## src/rtl/fpr_pkg.sv

```systemverilog
package fpr_pkg;

    // Function codes at or above this limit are invalid.
    localparam int FUNC_CODES = 16;
    localparam logic [7:0] FUNC_LIMIT = 8'(FUNC_CODES);
    localparam logic [7:0] FUNC_TOP = 8'd15;

    localparam int LAYOUT_W = 48;
    localparam int CFG_INDEX_W = 4;
    localparam int CFG_DATA_W = 48;

    localparam logic [CFG_INDEX_W-1:0] CFG_IDX_LAYOUT = 4'd0;
    localparam logic [CFG_INDEX_W-1:0] CFG_IDX_SOH = 4'd1;

    localparam logic [LAYOUT_W-1:0] LAYOUT_RESET = {LAYOUT_W{1'b1}};
    localparam logic [7:0] SOH_RESET = 8'h01;

    // Input item kinds.
    localparam logic FUNC_BYTE = 1'b0;
    localparam logic FUNC_TIMEOUT = 1'b1;

    // Result kinds.
    localparam logic KIND_PAYLOAD = 1'b0;
    localparam logic KIND_OUTCOME = 1'b1;

    // Packet outcomes.
    localparam logic [2:0] OC_OK = 3'd0;
    localparam logic [2:0] OC_DIR_END = 3'd1;
    localparam logic [2:0] OC_BAD_PACKET = 3'd2;
    localparam logic [2:0] OC_BAD_FUNC = 3'd3;
    localparam logic [2:0] OC_BAD_CRC = 3'd4;
    localparam logic [2:0] OC_TIMEOUT = 3'd5;

    // Layout classes.
    localparam logic [2:0] CLS_TWO_ZEROS = 3'd0;
    localparam logic [2:0] CLS_SIZE = 3'd1;
    localparam logic [2:0] CLS_SIX_ZEROS = 3'd2;
    localparam logic [2:0] CLS_DATA = 3'd3;
    localparam logic [2:0] CLS_DIR = 3'd4;
    localparam logic [2:0] CLS_INVALID = 3'd7;

    // Framing bytes.
    localparam logic [7:0] BYTE_SYN = 8'h16;
    localparam logic [7:0] BYTE_DLE = 8'h10;
    localparam logic [7:0] BYTE_STX = 8'h02;
    localparam logic [7:0] BYTE_ETX = 8'h03;
    localparam logic [7:0] BYTE_DIR_MORE = 8'h01;
    localparam logic [7:0] BYTE_ZERO = 8'h00;

    localparam logic [15:0] CRC_POLY = 16'hA001;

    typedef struct packed {
        logic       func;
        logic [7:0] byte_value;
    } in_item_t;

    typedef struct packed {
        logic        result_kind;
        logic [7:0]  data_byte;
        logic [2:0]  outcome;
        logic [7:0]  function_code;
        logic [7:0]  packet_count;
        logic [7:0]  packet_status;
        logic [15:0] payload_size;
        logic [15:0] received_crc;
    } out_item_t;

    typedef struct packed {
        logic [LAYOUT_W-1:0] layout_table;
        logic [7:0]          soh_value;
    } cfg_t;

    // Reflected CRC-16 update over one byte.
    function automatic logic [15:0] crc16_byte(input logic [15:0] crc, input logic [7:0] b);
        logic [15:0] c;
        c = crc ^ {8'h00, b};
        for (int i = 0; i < 8; i++) begin
            c = c[0] ? ((c >> 1) ^ CRC_POLY) : (c >> 1);
        end
        return c;
    endfunction

endpackage

```

## src/rtl/fpr_in_reg.sv

```systemverilog
module fpr_in_reg (
    input  logic              aclk,
    input  logic              aresetn,
    input  logic              s_valid,
    output logic              s_ready,
    input  fpr_pkg::in_item_t s_item,
    input  logic              take,
    output logic              in_valid,
    output fpr_pkg::in_item_t in_item
);

    logic              valid_reg;
    fpr_pkg::in_item_t item_reg;

    assign s_ready  = !valid_reg || take;
    assign in_valid = valid_reg;
    assign in_item  = item_reg;

    always_ff @(posedge aclk) begin
        if (!aresetn) begin
            valid_reg <= 1'b0;
        end else if (s_valid && s_ready) begin
            valid_reg <= 1'b1;
        end else if (take) begin
            valid_reg <= 1'b0;
        end
    end

    always_ff @(posedge aclk) begin
        if (s_valid && s_ready) begin
            item_reg <= s_item;
        end
    end

endmodule

```

## src/rtl/fpr_cfg.sv

```systemverilog
module fpr_cfg (
    input  logic                               aclk,
    input  logic                               aresetn,
    input  logic                               cfg_valid,
    output logic                               cfg_ready,
    input  logic [fpr_pkg::CFG_INDEX_W-1:0]    cfg_index,
    input  logic [fpr_pkg::CFG_DATA_W-1:0]     cfg_data,
    output fpr_pkg::cfg_t                      cfg
);

    fpr_pkg::cfg_t cfg_reg;

    assign cfg_ready = 1'b1;
    assign cfg       = cfg_reg;

    // Drop writes to unknown indexes.
    always_ff @(posedge aclk) begin
        if (!aresetn) begin
            cfg_reg.layout_table <= fpr_pkg::LAYOUT_RESET;
            cfg_reg.soh_value    <= fpr_pkg::SOH_RESET;
        end else if (cfg_valid) begin
            case (cfg_index)
                fpr_pkg::CFG_IDX_LAYOUT: cfg_reg.layout_table <= cfg_data;
                fpr_pkg::CFG_IDX_SOH:    cfg_reg.soh_value    <= cfg_data[7:0];
                default: ;
            endcase
        end
    end

endmodule

```

## src/rtl/fpr_parser.sv

```systemverilog
module fpr_parser (
    input  logic               aclk,
    input  logic               aresetn,
    input  fpr_pkg::cfg_t      cfg,
    input  logic               in_valid,
    input  fpr_pkg::in_item_t  in_item,
    output logic               take,
    output logic               m_valid,
    input  logic               m_ready,
    output fpr_pkg::out_item_t m_item
);

    typedef enum logic [3:0] {
        PH_HUNT, PH_SOH, PH_FUNC, PH_COUNT, PH_STATUS, PH_MARK, PH_PREZ, PH_SZLO,
        PH_SZHI, PH_PAY, PH_DIR0, PH_POSTZ, PH_CRCM, PH_ETX, PH_CRCLO, PH_CRCHI
    } phase_t;

    phase_t             phase_reg, phase_next;
    logic [2:0]         sig_reg, sig_next;
    logic [15:0]        crc_reg, crc_next;
    logic               skip_reg, skip_next;
    logic [7:0]         func_reg, func_next;
    logic [7:0]         count_reg, count_next;
    logic [7:0]         status_reg, status_next;
    logic [2:0]         class_reg, class_next;
    logic [15:0]        size_reg, size_next;
    logic [15:0]        left_reg, left_next;
    logic [2:0]         zeros_reg, zeros_next;
    logic               dir_end_reg, dir_end_next;
    logic [7:0]         crc_lo_reg, crc_lo_next;
    logic               out_valid_reg;
    fpr_pkg::out_item_t out_item_reg;

    logic               advance;
    logic               emit;
    fpr_pkg::out_item_t res;
    logic               do_finish;
    logic [2:0]         fin_oc;
    logic [15:0]        fin_crc;
    logic [7:0]         b;
    logic [15:0]        rx_crc;
    logic [15:0]        new_size;
    logic [5:0]         lookup_base;
    logic [2:0]         lookup_class;

    function automatic logic [7:0] sig_byte(input logic [2:0] idx);
        case (idx)
            3'd3:    return fpr_pkg::BYTE_DLE;
            3'd4:    return fpr_pkg::BYTE_STX;
            default: return fpr_pkg::BYTE_SYN;
        endcase
    endfunction

    function automatic phase_t after_payload(input logic [2:0] cls);
        return (cls == fpr_pkg::CLS_DIR) ? PH_DIR0 : PH_CRCM;
    endfunction

    assign advance  = !out_valid_reg || m_ready;
    assign take     = in_valid && advance;
    assign m_valid  = out_valid_reg;
    assign m_item   = out_item_reg;
    assign b        = in_item.byte_value;
    assign rx_crc   = {b, crc_lo_reg};
    assign new_size = {b, size_reg[7:0]};

    always_comb begin
        lookup_base = {2'b00, func_reg[3:0]} * 6'd3;
        if (func_reg >= fpr_pkg::FUNC_LIMIT || func_reg > fpr_pkg::FUNC_TOP) begin
            lookup_class = fpr_pkg::CLS_INVALID;
        end else begin
            lookup_class = cfg.layout_table[lookup_base +: 3];
        end
    end

    always_comb begin
        phase_next   = phase_reg;
        sig_next     = sig_reg;
        crc_next     = crc_reg;
        skip_next    = skip_reg;
        func_next    = func_reg;
        count_next   = count_reg;
        status_next  = status_reg;
        class_next   = class_reg;
        size_next    = size_reg;
        left_next    = left_reg;
        zeros_next   = zeros_reg;
        dir_end_next = dir_end_reg;
        crc_lo_next  = crc_lo_reg;
        emit         = 1'b0;
        do_finish    = 1'b0;
        fin_oc       = fpr_pkg::OC_OK;
        fin_crc      = 16'h0000;
        res          = '0;

        if (in_item.func == fpr_pkg::FUNC_TIMEOUT) begin
            skip_next = 1'b0;
            do_finish = 1'b1;
            fin_oc    = fpr_pkg::OC_TIMEOUT;
        end else if (skip_reg) begin
            // Drop the second byte of a doubled DLE.
            skip_next = 1'b0;
        end else if (phase_reg == PH_HUNT) begin
            if (b == sig_byte(sig_reg)) begin
                if (sig_reg == 3'd4) begin
                    sig_next   = 3'd0;
                    phase_next = PH_SOH;
                end else begin
                    sig_next = sig_reg + 3'd1;
                end
            end else begin
                sig_next = 3'd0;
            end
        end else begin
            if (!(phase_reg inside {PH_CRCM, PH_CRCLO, PH_CRCHI})) begin
                crc_next = fpr_pkg::crc16_byte(crc_reg, b);
                if (b == fpr_pkg::BYTE_DLE) begin
                    skip_next = 1'b1;
                end
            end
            case (phase_reg)
                PH_SOH: begin
                    if (b != cfg.soh_value) begin
                        do_finish = 1'b1;
                        fin_oc    = fpr_pkg::OC_BAD_PACKET;
                    end else begin
                        phase_next = PH_FUNC;
                    end
                end
                PH_FUNC: begin
                    func_next  = b;
                    phase_next = PH_COUNT;
                end
                PH_COUNT: begin
                    count_next = b;
                    phase_next = PH_STATUS;
                end
                PH_STATUS: begin
                    status_next = b;
                    phase_next  = PH_MARK;
                end
                PH_MARK: begin
                    class_next = lookup_class;
                    if (b != fpr_pkg::BYTE_STX) begin
                        do_finish = 1'b1;
                        fin_oc    = fpr_pkg::OC_BAD_PACKET;
                    end else begin
                        case (lookup_class)
                            fpr_pkg::CLS_TWO_ZEROS: begin
                                zeros_next = 3'd2;
                                phase_next = PH_POSTZ;
                            end
                            fpr_pkg::CLS_SIX_ZEROS: begin
                                zeros_next = 3'd6;
                                phase_next = PH_POSTZ;
                            end
                            fpr_pkg::CLS_SIZE, fpr_pkg::CLS_DATA, fpr_pkg::CLS_DIR: begin
                                zeros_next = 3'd4;
                                phase_next = PH_PREZ;
                            end
                            default: begin
                                do_finish = 1'b1;
                                fin_oc    = fpr_pkg::OC_BAD_FUNC;
                            end
                        endcase
                    end
                end
                PH_PREZ: begin
                    if (b != fpr_pkg::BYTE_ZERO) begin
                        do_finish = 1'b1;
                        fin_oc    = fpr_pkg::OC_BAD_PACKET;
                    end else begin
                        zeros_next = zeros_reg - 3'd1;
                        if (zeros_reg == 3'd1) begin
                            phase_next = PH_SZLO;
                        end
                    end
                end
                PH_SZLO: begin
                    size_next  = {8'h00, b};
                    phase_next = PH_SZHI;
                end
                PH_SZHI: begin
                    size_next = new_size;
                    left_next = new_size;
                    if (class_reg == fpr_pkg::CLS_SIZE) begin
                        phase_next = PH_CRCM;
                    end else if (new_size == 16'h0000) begin
                        phase_next = after_payload(class_reg);
                    end else begin
                        phase_next = PH_PAY;
                    end
                end
                PH_PAY: begin
                    emit              = 1'b1;
                    res.result_kind   = fpr_pkg::KIND_PAYLOAD;
                    res.data_byte     = b;
                    res.function_code = func_reg;
                    res.packet_count  = count_reg;
                    res.packet_status = status_reg;
                    res.payload_size  = size_reg;
                    left_next         = left_reg - 16'd1;
                    if (left_reg == 16'd1) begin
                        phase_next = after_payload(class_reg);
                    end
                end
                PH_DIR0: begin
                    if (b != fpr_pkg::BYTE_ZERO && b != fpr_pkg::BYTE_DIR_MORE) begin
                        do_finish = 1'b1;
                        fin_oc    = fpr_pkg::OC_BAD_PACKET;
                    end else begin
                        dir_end_next = (b == fpr_pkg::BYTE_ZERO);
                        zeros_next   = 3'd3;
                        phase_next   = PH_POSTZ;
                    end
                end
                PH_POSTZ: begin
                    if (b != fpr_pkg::BYTE_ZERO) begin
                        do_finish = 1'b1;
                        fin_oc    = fpr_pkg::OC_BAD_PACKET;
                    end else begin
                        zeros_next = zeros_reg - 3'd1;
                        if (zeros_reg == 3'd1) begin
                            phase_next = PH_CRCM;
                        end
                    end
                end
                PH_CRCM: begin
                    if (b != fpr_pkg::BYTE_DLE) begin
                        do_finish = 1'b1;
                        fin_oc    = fpr_pkg::OC_BAD_PACKET;
                    end else begin
                        phase_next = PH_ETX;
                    end
                end
                PH_ETX: begin
                    if (b != fpr_pkg::BYTE_ETX) begin
                        do_finish = 1'b1;
                        fin_oc    = fpr_pkg::OC_BAD_PACKET;
                    end else begin
                        phase_next = PH_CRCLO;
                    end
                end
                PH_CRCLO: begin
                    crc_lo_next = b;
                    phase_next  = PH_CRCHI;
                end
                PH_CRCHI: begin
                    do_finish = 1'b1;
                    fin_crc   = rx_crc;
                    if (rx_crc != crc_reg) begin
                        fin_oc = fpr_pkg::OC_BAD_CRC;
                    end else begin
                        fin_oc = dir_end_reg ? fpr_pkg::OC_DIR_END : fpr_pkg::OC_OK;
                    end
                end
                default: ;
            endcase
        end

        // Report the outcome with the current latches, then clear the packet.
        if (do_finish) begin
            emit              = 1'b1;
            res.result_kind   = fpr_pkg::KIND_OUTCOME;
            res.data_byte     = 8'h00;
            res.outcome       = fin_oc;
            res.function_code = func_reg;
            res.packet_count  = count_reg;
            res.packet_status = status_reg;
            res.payload_size  = size_reg;
            res.received_crc  = fin_crc;
            phase_next        = PH_HUNT;
            sig_next          = 3'd0;
            crc_next          = 16'h0000;
            func_next         = 8'h00;
            count_next        = 8'h00;
            status_next       = 8'h00;
            class_next        = 3'd0;
            size_next         = 16'h0000;
            left_next         = 16'h0000;
            zeros_next        = 3'd0;
            dir_end_next      = 1'b0;
            crc_lo_next       = 8'h00;
        end
    end

    always_ff @(posedge aclk) begin
        if (!aresetn) begin
            phase_reg     <= PH_HUNT;
            sig_reg       <= 3'd0;
            crc_reg       <= 16'h0000;
            skip_reg      <= 1'b0;
            func_reg      <= 8'h00;
            count_reg     <= 8'h00;
            status_reg    <= 8'h00;
            class_reg     <= 3'd0;
            size_reg      <= 16'h0000;
            left_reg      <= 16'h0000;
            zeros_reg     <= 3'd0;
            dir_end_reg   <= 1'b0;
            crc_lo_reg    <= 8'h00;
            out_valid_reg <= 1'b0;
        end else begin
            if (take) begin
                phase_reg   <= phase_next;
                sig_reg     <= sig_next;
                crc_reg     <= crc_next;
                skip_reg    <= skip_next;
                func_reg    <= func_next;
                count_reg   <= count_next;
                status_reg  <= status_next;
                class_reg   <= class_next;
                size_reg    <= size_next;
                left_reg    <= left_next;
                zeros_reg   <= zeros_next;
                dir_end_reg <= dir_end_next;
                crc_lo_reg  <= crc_lo_next;
            end
            if (advance) begin
                out_valid_reg <= take && emit;
            end
        end
        if (take && emit) begin
            out_item_reg <= res;
        end
    end

endmodule

```

## src/rtl/filer_packet_receiver_core.sv

```systemverilog
// Channel   Direction  Handshake              Payload
// s_        in         s_valid / s_ready      fpr_pkg::in_item_t  (func, byte_value)
// m_        out        m_valid / m_ready      fpr_pkg::out_item_t (result and packet latches)
// cfg_      in         cfg_valid / cfg_ready  cfg_index, cfg_data (0 layout_table, 1 soh_value)
//
// One item per cycle sustained while m_ is not stalled; an item taken on s_ reaches m_
// through the input register followed by the parser's result register.
// The byte-wide CRC-16 update and the phase decode sit in the single parser stage.
// aresetn is synchronous and active low; it clears all packet state, the output
// valid and the configuration registers to their defaults.
// A stalled m_ holds its item; s_ keeps taking items while the input register can drain.
// cfg_ready is always high; write only while the block is idle.
module filer_packet_receiver_core (
    input  logic                            aclk,
    input  logic                            aresetn,
    input  logic                            s_valid,
    output logic                            s_ready,
    input  fpr_pkg::in_item_t               s_item,
    output logic                            m_valid,
    input  logic                            m_ready,
    output fpr_pkg::out_item_t              m_item,
    input  logic                            cfg_valid,
    output logic                            cfg_ready,
    input  logic [fpr_pkg::CFG_INDEX_W-1:0] cfg_index,
    input  logic [fpr_pkg::CFG_DATA_W-1:0]  cfg_data
);

    fpr_pkg::cfg_t     cfg;
    fpr_pkg::in_item_t in_item;
    logic              in_valid;
    logic              take;

    // Register each accepted item ahead of the parser.
    fpr_in_reg u_in_reg (
        .aclk     (aclk),
        .aresetn  (aresetn),
        .s_valid  (s_valid),
        .s_ready  (s_ready),
        .s_item   (s_item),
        .take     (take),
        .in_valid (in_valid),
        .in_item  (in_item)
    );

    // Layout table and expected SOH byte.
    fpr_cfg u_cfg (
        .aclk      (aclk),
        .aresetn   (aresetn),
        .cfg_valid (cfg_valid),
        .cfg_ready (cfg_ready),
        .cfg_index (cfg_index),
        .cfg_data  (cfg_data),
        .cfg       (cfg)
    );

    // Advance the framing state and register at most one result per item.
    fpr_parser u_parser (
        .aclk     (aclk),
        .aresetn  (aresetn),
        .cfg      (cfg),
        .in_valid (in_valid),
        .in_item  (in_item),
        .take     (take),
        .m_valid  (m_valid),
        .m_ready  (m_ready),
        .m_item   (m_item)
    );

endmodule

```

## config.mk

```make
export PLATFORM = sky130hd
export DESIGN_NAME = filer_packet_receiver_core
export DESIGN_NICKNAME = d
export VERILOG_FILES = /design/src/rtl/fpr_pkg.sv /design/src/rtl/fpr_in_reg.sv /design/src/rtl/fpr_cfg.sv /design/src/rtl/fpr_parser.sv /design/src/rtl/filer_packet_receiver_core.sv
export SDC_FILE = /design/constraint.sdc
export NUM_CORES = 1
export LEC_CHECK = 0
export ABC_AREA = 1
export ABC_CLOCK_PERIOD_IN_PS = 4810
export BUFFER_PORTS_ARGS = -buffer_cell sky130_fd_sc_hd__buf_4
export CORE_ASPECT_RATIO = 0.7
export CORE_MARGIN = 2
export CORE_UTILIZATION = 52
export DETAILED_ROUTE_END_ITERATION = 6
export PLACE_DENSITY = 0.73
export SYNTH_ARGS = -nofsm -noshare
export SYNTH_HDL_FRONTEND = slang
export SYNTH_SLANG_ARGS = --single-unit
export TNS_END_PERCENT = 1
```

## constraint.sdc

```tcl
create_clock -name aclk -period 4.81 [get_ports aclk]
set_clock_uncertainty 0.2 [all_clocks]
set_input_delay 1.2025 -clock aclk [delete_from_list [all_inputs] [get_ports aclk]]
set_output_delay 1.2025 -clock aclk [all_outputs]
set_load 0.02 [all_outputs]
```

==> results_dict.tcl <==
set metrics [dict create \
    cp_data_required_time_ps 4850 \
    synth_top_area_frac 0.2773 \
    largest_reg_flops 68 \
    yosys_warnings 0 \
    setup_viol 0 \
    synth.largest_area_cell "dfxtp_1" \
    async_flop_share 0 \
    report.final.slew_viol_count 0 \
    fin_area_mm2 0.01294 \
    cts_buffers 23 \
    worst_skew_pair.late_latency_ps 520 \
    htreeDepth 1 \
    post_cts_buffers 0 \
    rrSetupSlack_ps 930 \
    die-area_mm2 0.02244 \
    worst-path-max-fanout 40 \
    yosysMostFrequentCell "nand2_1" \
    cap_violations 0 \
    worst_pin_slew_ps 1081 \
    drt_pass1_iterations 5 \
    viasPerCell 5.347 \
    rows 44 \
    area_growth_pct 17.17 \
    post_cts_resized 0 \
    finalWirelength_um 29580 \
    die_x_um 178.2 \
    drcViolationCount 0 \
    io_pins 137 \
    cts.sinks 230 \
    fin_setup_tns_ps 0 \
    synth_area_mm2 0.01104 \
    grt_max_degree 74 \
    critPathLaunchType "flop" \
    grt_pass1_vias 8815 \
    endpoint_kind "flop" \
    p_per_area_mw_per_mm2 362.2 \
    syn_inst 1434 \
    period_minus_slack_ps 3882 \
    min_period_over_period 0.8070 \
    p_leak_nw 5.489 \
    status "finished clean" \
    cp.arrival_ps 3920 \
    vias 9763 \
    synth_area_leaders "dfxtp_1, edfxtp_1, nand2_1" \
    fmax_mhz 257.6 \
    syn_nets 1507 \
    start_util 0.5307 \
    synth-seq-cells 230 \
    grt_pass1_wl_um 46860 \
    reg2reg_from "u_parser.func_reg[0]" \
    place_area_mm2 0.01212 \
    antenna_cells 0 \
    clockBufferDepth 3 \
    grt-ovfl-total 0 \
    port_buffers 135 \
    cts-root-buf "clkbuf_16" \
    dpl.hpwl_um 21320 \
    ant_nets 0 \
    wl_per_cell_um 16.20 \
    finalNetCount 1606 \
    grt_setup_unrepaired "no" \
    seq_area_frac_synth 0.4867 \
    gp_congestion 0.9317 \
    cts_tree "done" \
    clk_pin_slew_worst_paths_ps 60 \
    reg2reg_to "u_parser.m_item[47]" \
    antenna_found_initial 0 \
    drive_gt1_frac 0.1542 \
    synthFlopType "dfxtp_1" \
    grt_usage 0.2618 \
    syn-mean-instance-area_um2 7.702 \
    hold_viol_final 0 \
    reg2reg_depth 14 \
    core_mm2 0.02081 \
    synth_edf_count 77 \
    ir_drop_v 0.0002478 \
    min_path_type "reg -> reg" \
    worstHoldStart "u_cfg.cfg[28]" \
    whs_path_depth 2 \
    yosys.cell_types.count 46 \
    die_y_um 125.9 \
    slew_headroom 0.2782 \
    cts_hold_buf 0 \
    crit_type "reg -> reg" \
    min_to "u_cfg.cfg[28]" \
    synth.top_cells.by_count "nand2_1, nor2_1, dfxtp_1, inv_1, nand3_1" \
    detail_route.iter0.violations 1056 \
]
[per-stage QoR]
stage	utilization	power, mW	hold slack (ps)	worst slack, ps	std cells
2_1_floorplan	-	2.607	223.6	1026	1434
3_3_place_gp	0.5826	2.795	247.3	1152	1784
3_5_place_dp	0.5826	2.801	246.1	968.7	1784
4_1_cts	0.6219	4.703	259.5	959.7	1826
5_1_grt	0.6219	4.865	280.2	579.9	1826
6_report	0.6219	4.688	264.4	928.4	1826
[area by class of cell]
class,count,area (um2)
Clock buffer,27,620.6
Timing Repair Buffer,146,1109
Sequential cell,230,5375
Clock inverter,15,197.7
Inverter,159,605.6
Multi-Input combinational cell,973,4688
Fill cell,1914,7869
Tap cell,276,345.3
[power breakdown]
part / internal, mW / switching [mW]
sequential: 2.07 / 0.0654
combinational: 0.214 / 0.422
clock: 1.15 / 0.765
total: 3.43 / 1.25
[worst max path at each step]
stage | slack, ps | end | startpoint | depth (start not counted)
2_1_floorplan | 1030 | u_parser.m_item[0] | u_parser.func_reg[0] | 18
3_3_place_gp | 1150 | u_parser.m_item[45] | u_parser.func_reg[0] | 14
3_5_place_dp | 970 | u_parser.m_item[24] | u_parser.func_reg[0] | 14
4_1_cts | 960 | u_parser.m_item[24] | u_parser.func_reg[0] | 14
5_1_grt | 580 | u_parser.m_item[36] | u_parser.func_reg[0] | 16
6_report | 930 | u_parser.m_item[47] | u_parser.func_reg[0] | 14
[layout by cell type, fill, tap and decap left out, drive strengths merged, types with 7 or more instances in the layout]
| cell | Yosys | layout |
|---|---|---|
| dfxtp | 153 | 153 |
| nand4 | 35 | 35 |
| nand3 | 120 | 120 |
| xnor2 | 23 | 23 |
| nor2 | 236 | 236 |
| clkbuf | 38 | 27 |
| inv | 156 | 159 |
| o21ai | 69 | 69 |
| clkinv | 3 | 11 |
| edfxtp | 77 | 77 |
| nor3 | 8 | 8 |
| nand2 | 303 | 303 |
| o21bai | 7 | 7 |
| ha | 7 | 7 |
| buf | 34 | 146 |
| xor2 | 20 | 20 |
| a21oi | 115 | 115 |
[cell families after synthesis]
kind of cell,after synthesis,share of synthesized area
AND/OR/NAND/NOR,712,0.2797
buffers and inverters,231,0.08995
flip-flops,230,0.4867
AO/OA/AOI/OAI,210,0.1013
XOR/XNOR,43,0.03410
adder cells (fa/ha/maj),7,0.007930
other,1,0.0003395
[worst max-delay path, cell delays in order (launching register included)]
cell     delay [ps]
dfxtp_1         900
buf_4           290
a21oi_1          80
o21ai_0         120
nand3_1         110
nand3_1          90
nand3_1         170
nand3_1         210
nand2_2         100
nand2_4         130
nand3_4         100
inv_6           270
nand2_1         140
inv_2           550
nor2_1          110
[routing by layer]
layer | track usage | wire, um
met1 | 0.4303 | 14950
met2 | 0.3568 | 11640
met3 | 0.04861 | 2626
met4 | 0.04304 | 366
met5 | 0 | 0
Note: power is estimated with default switching activity, not from simulation.
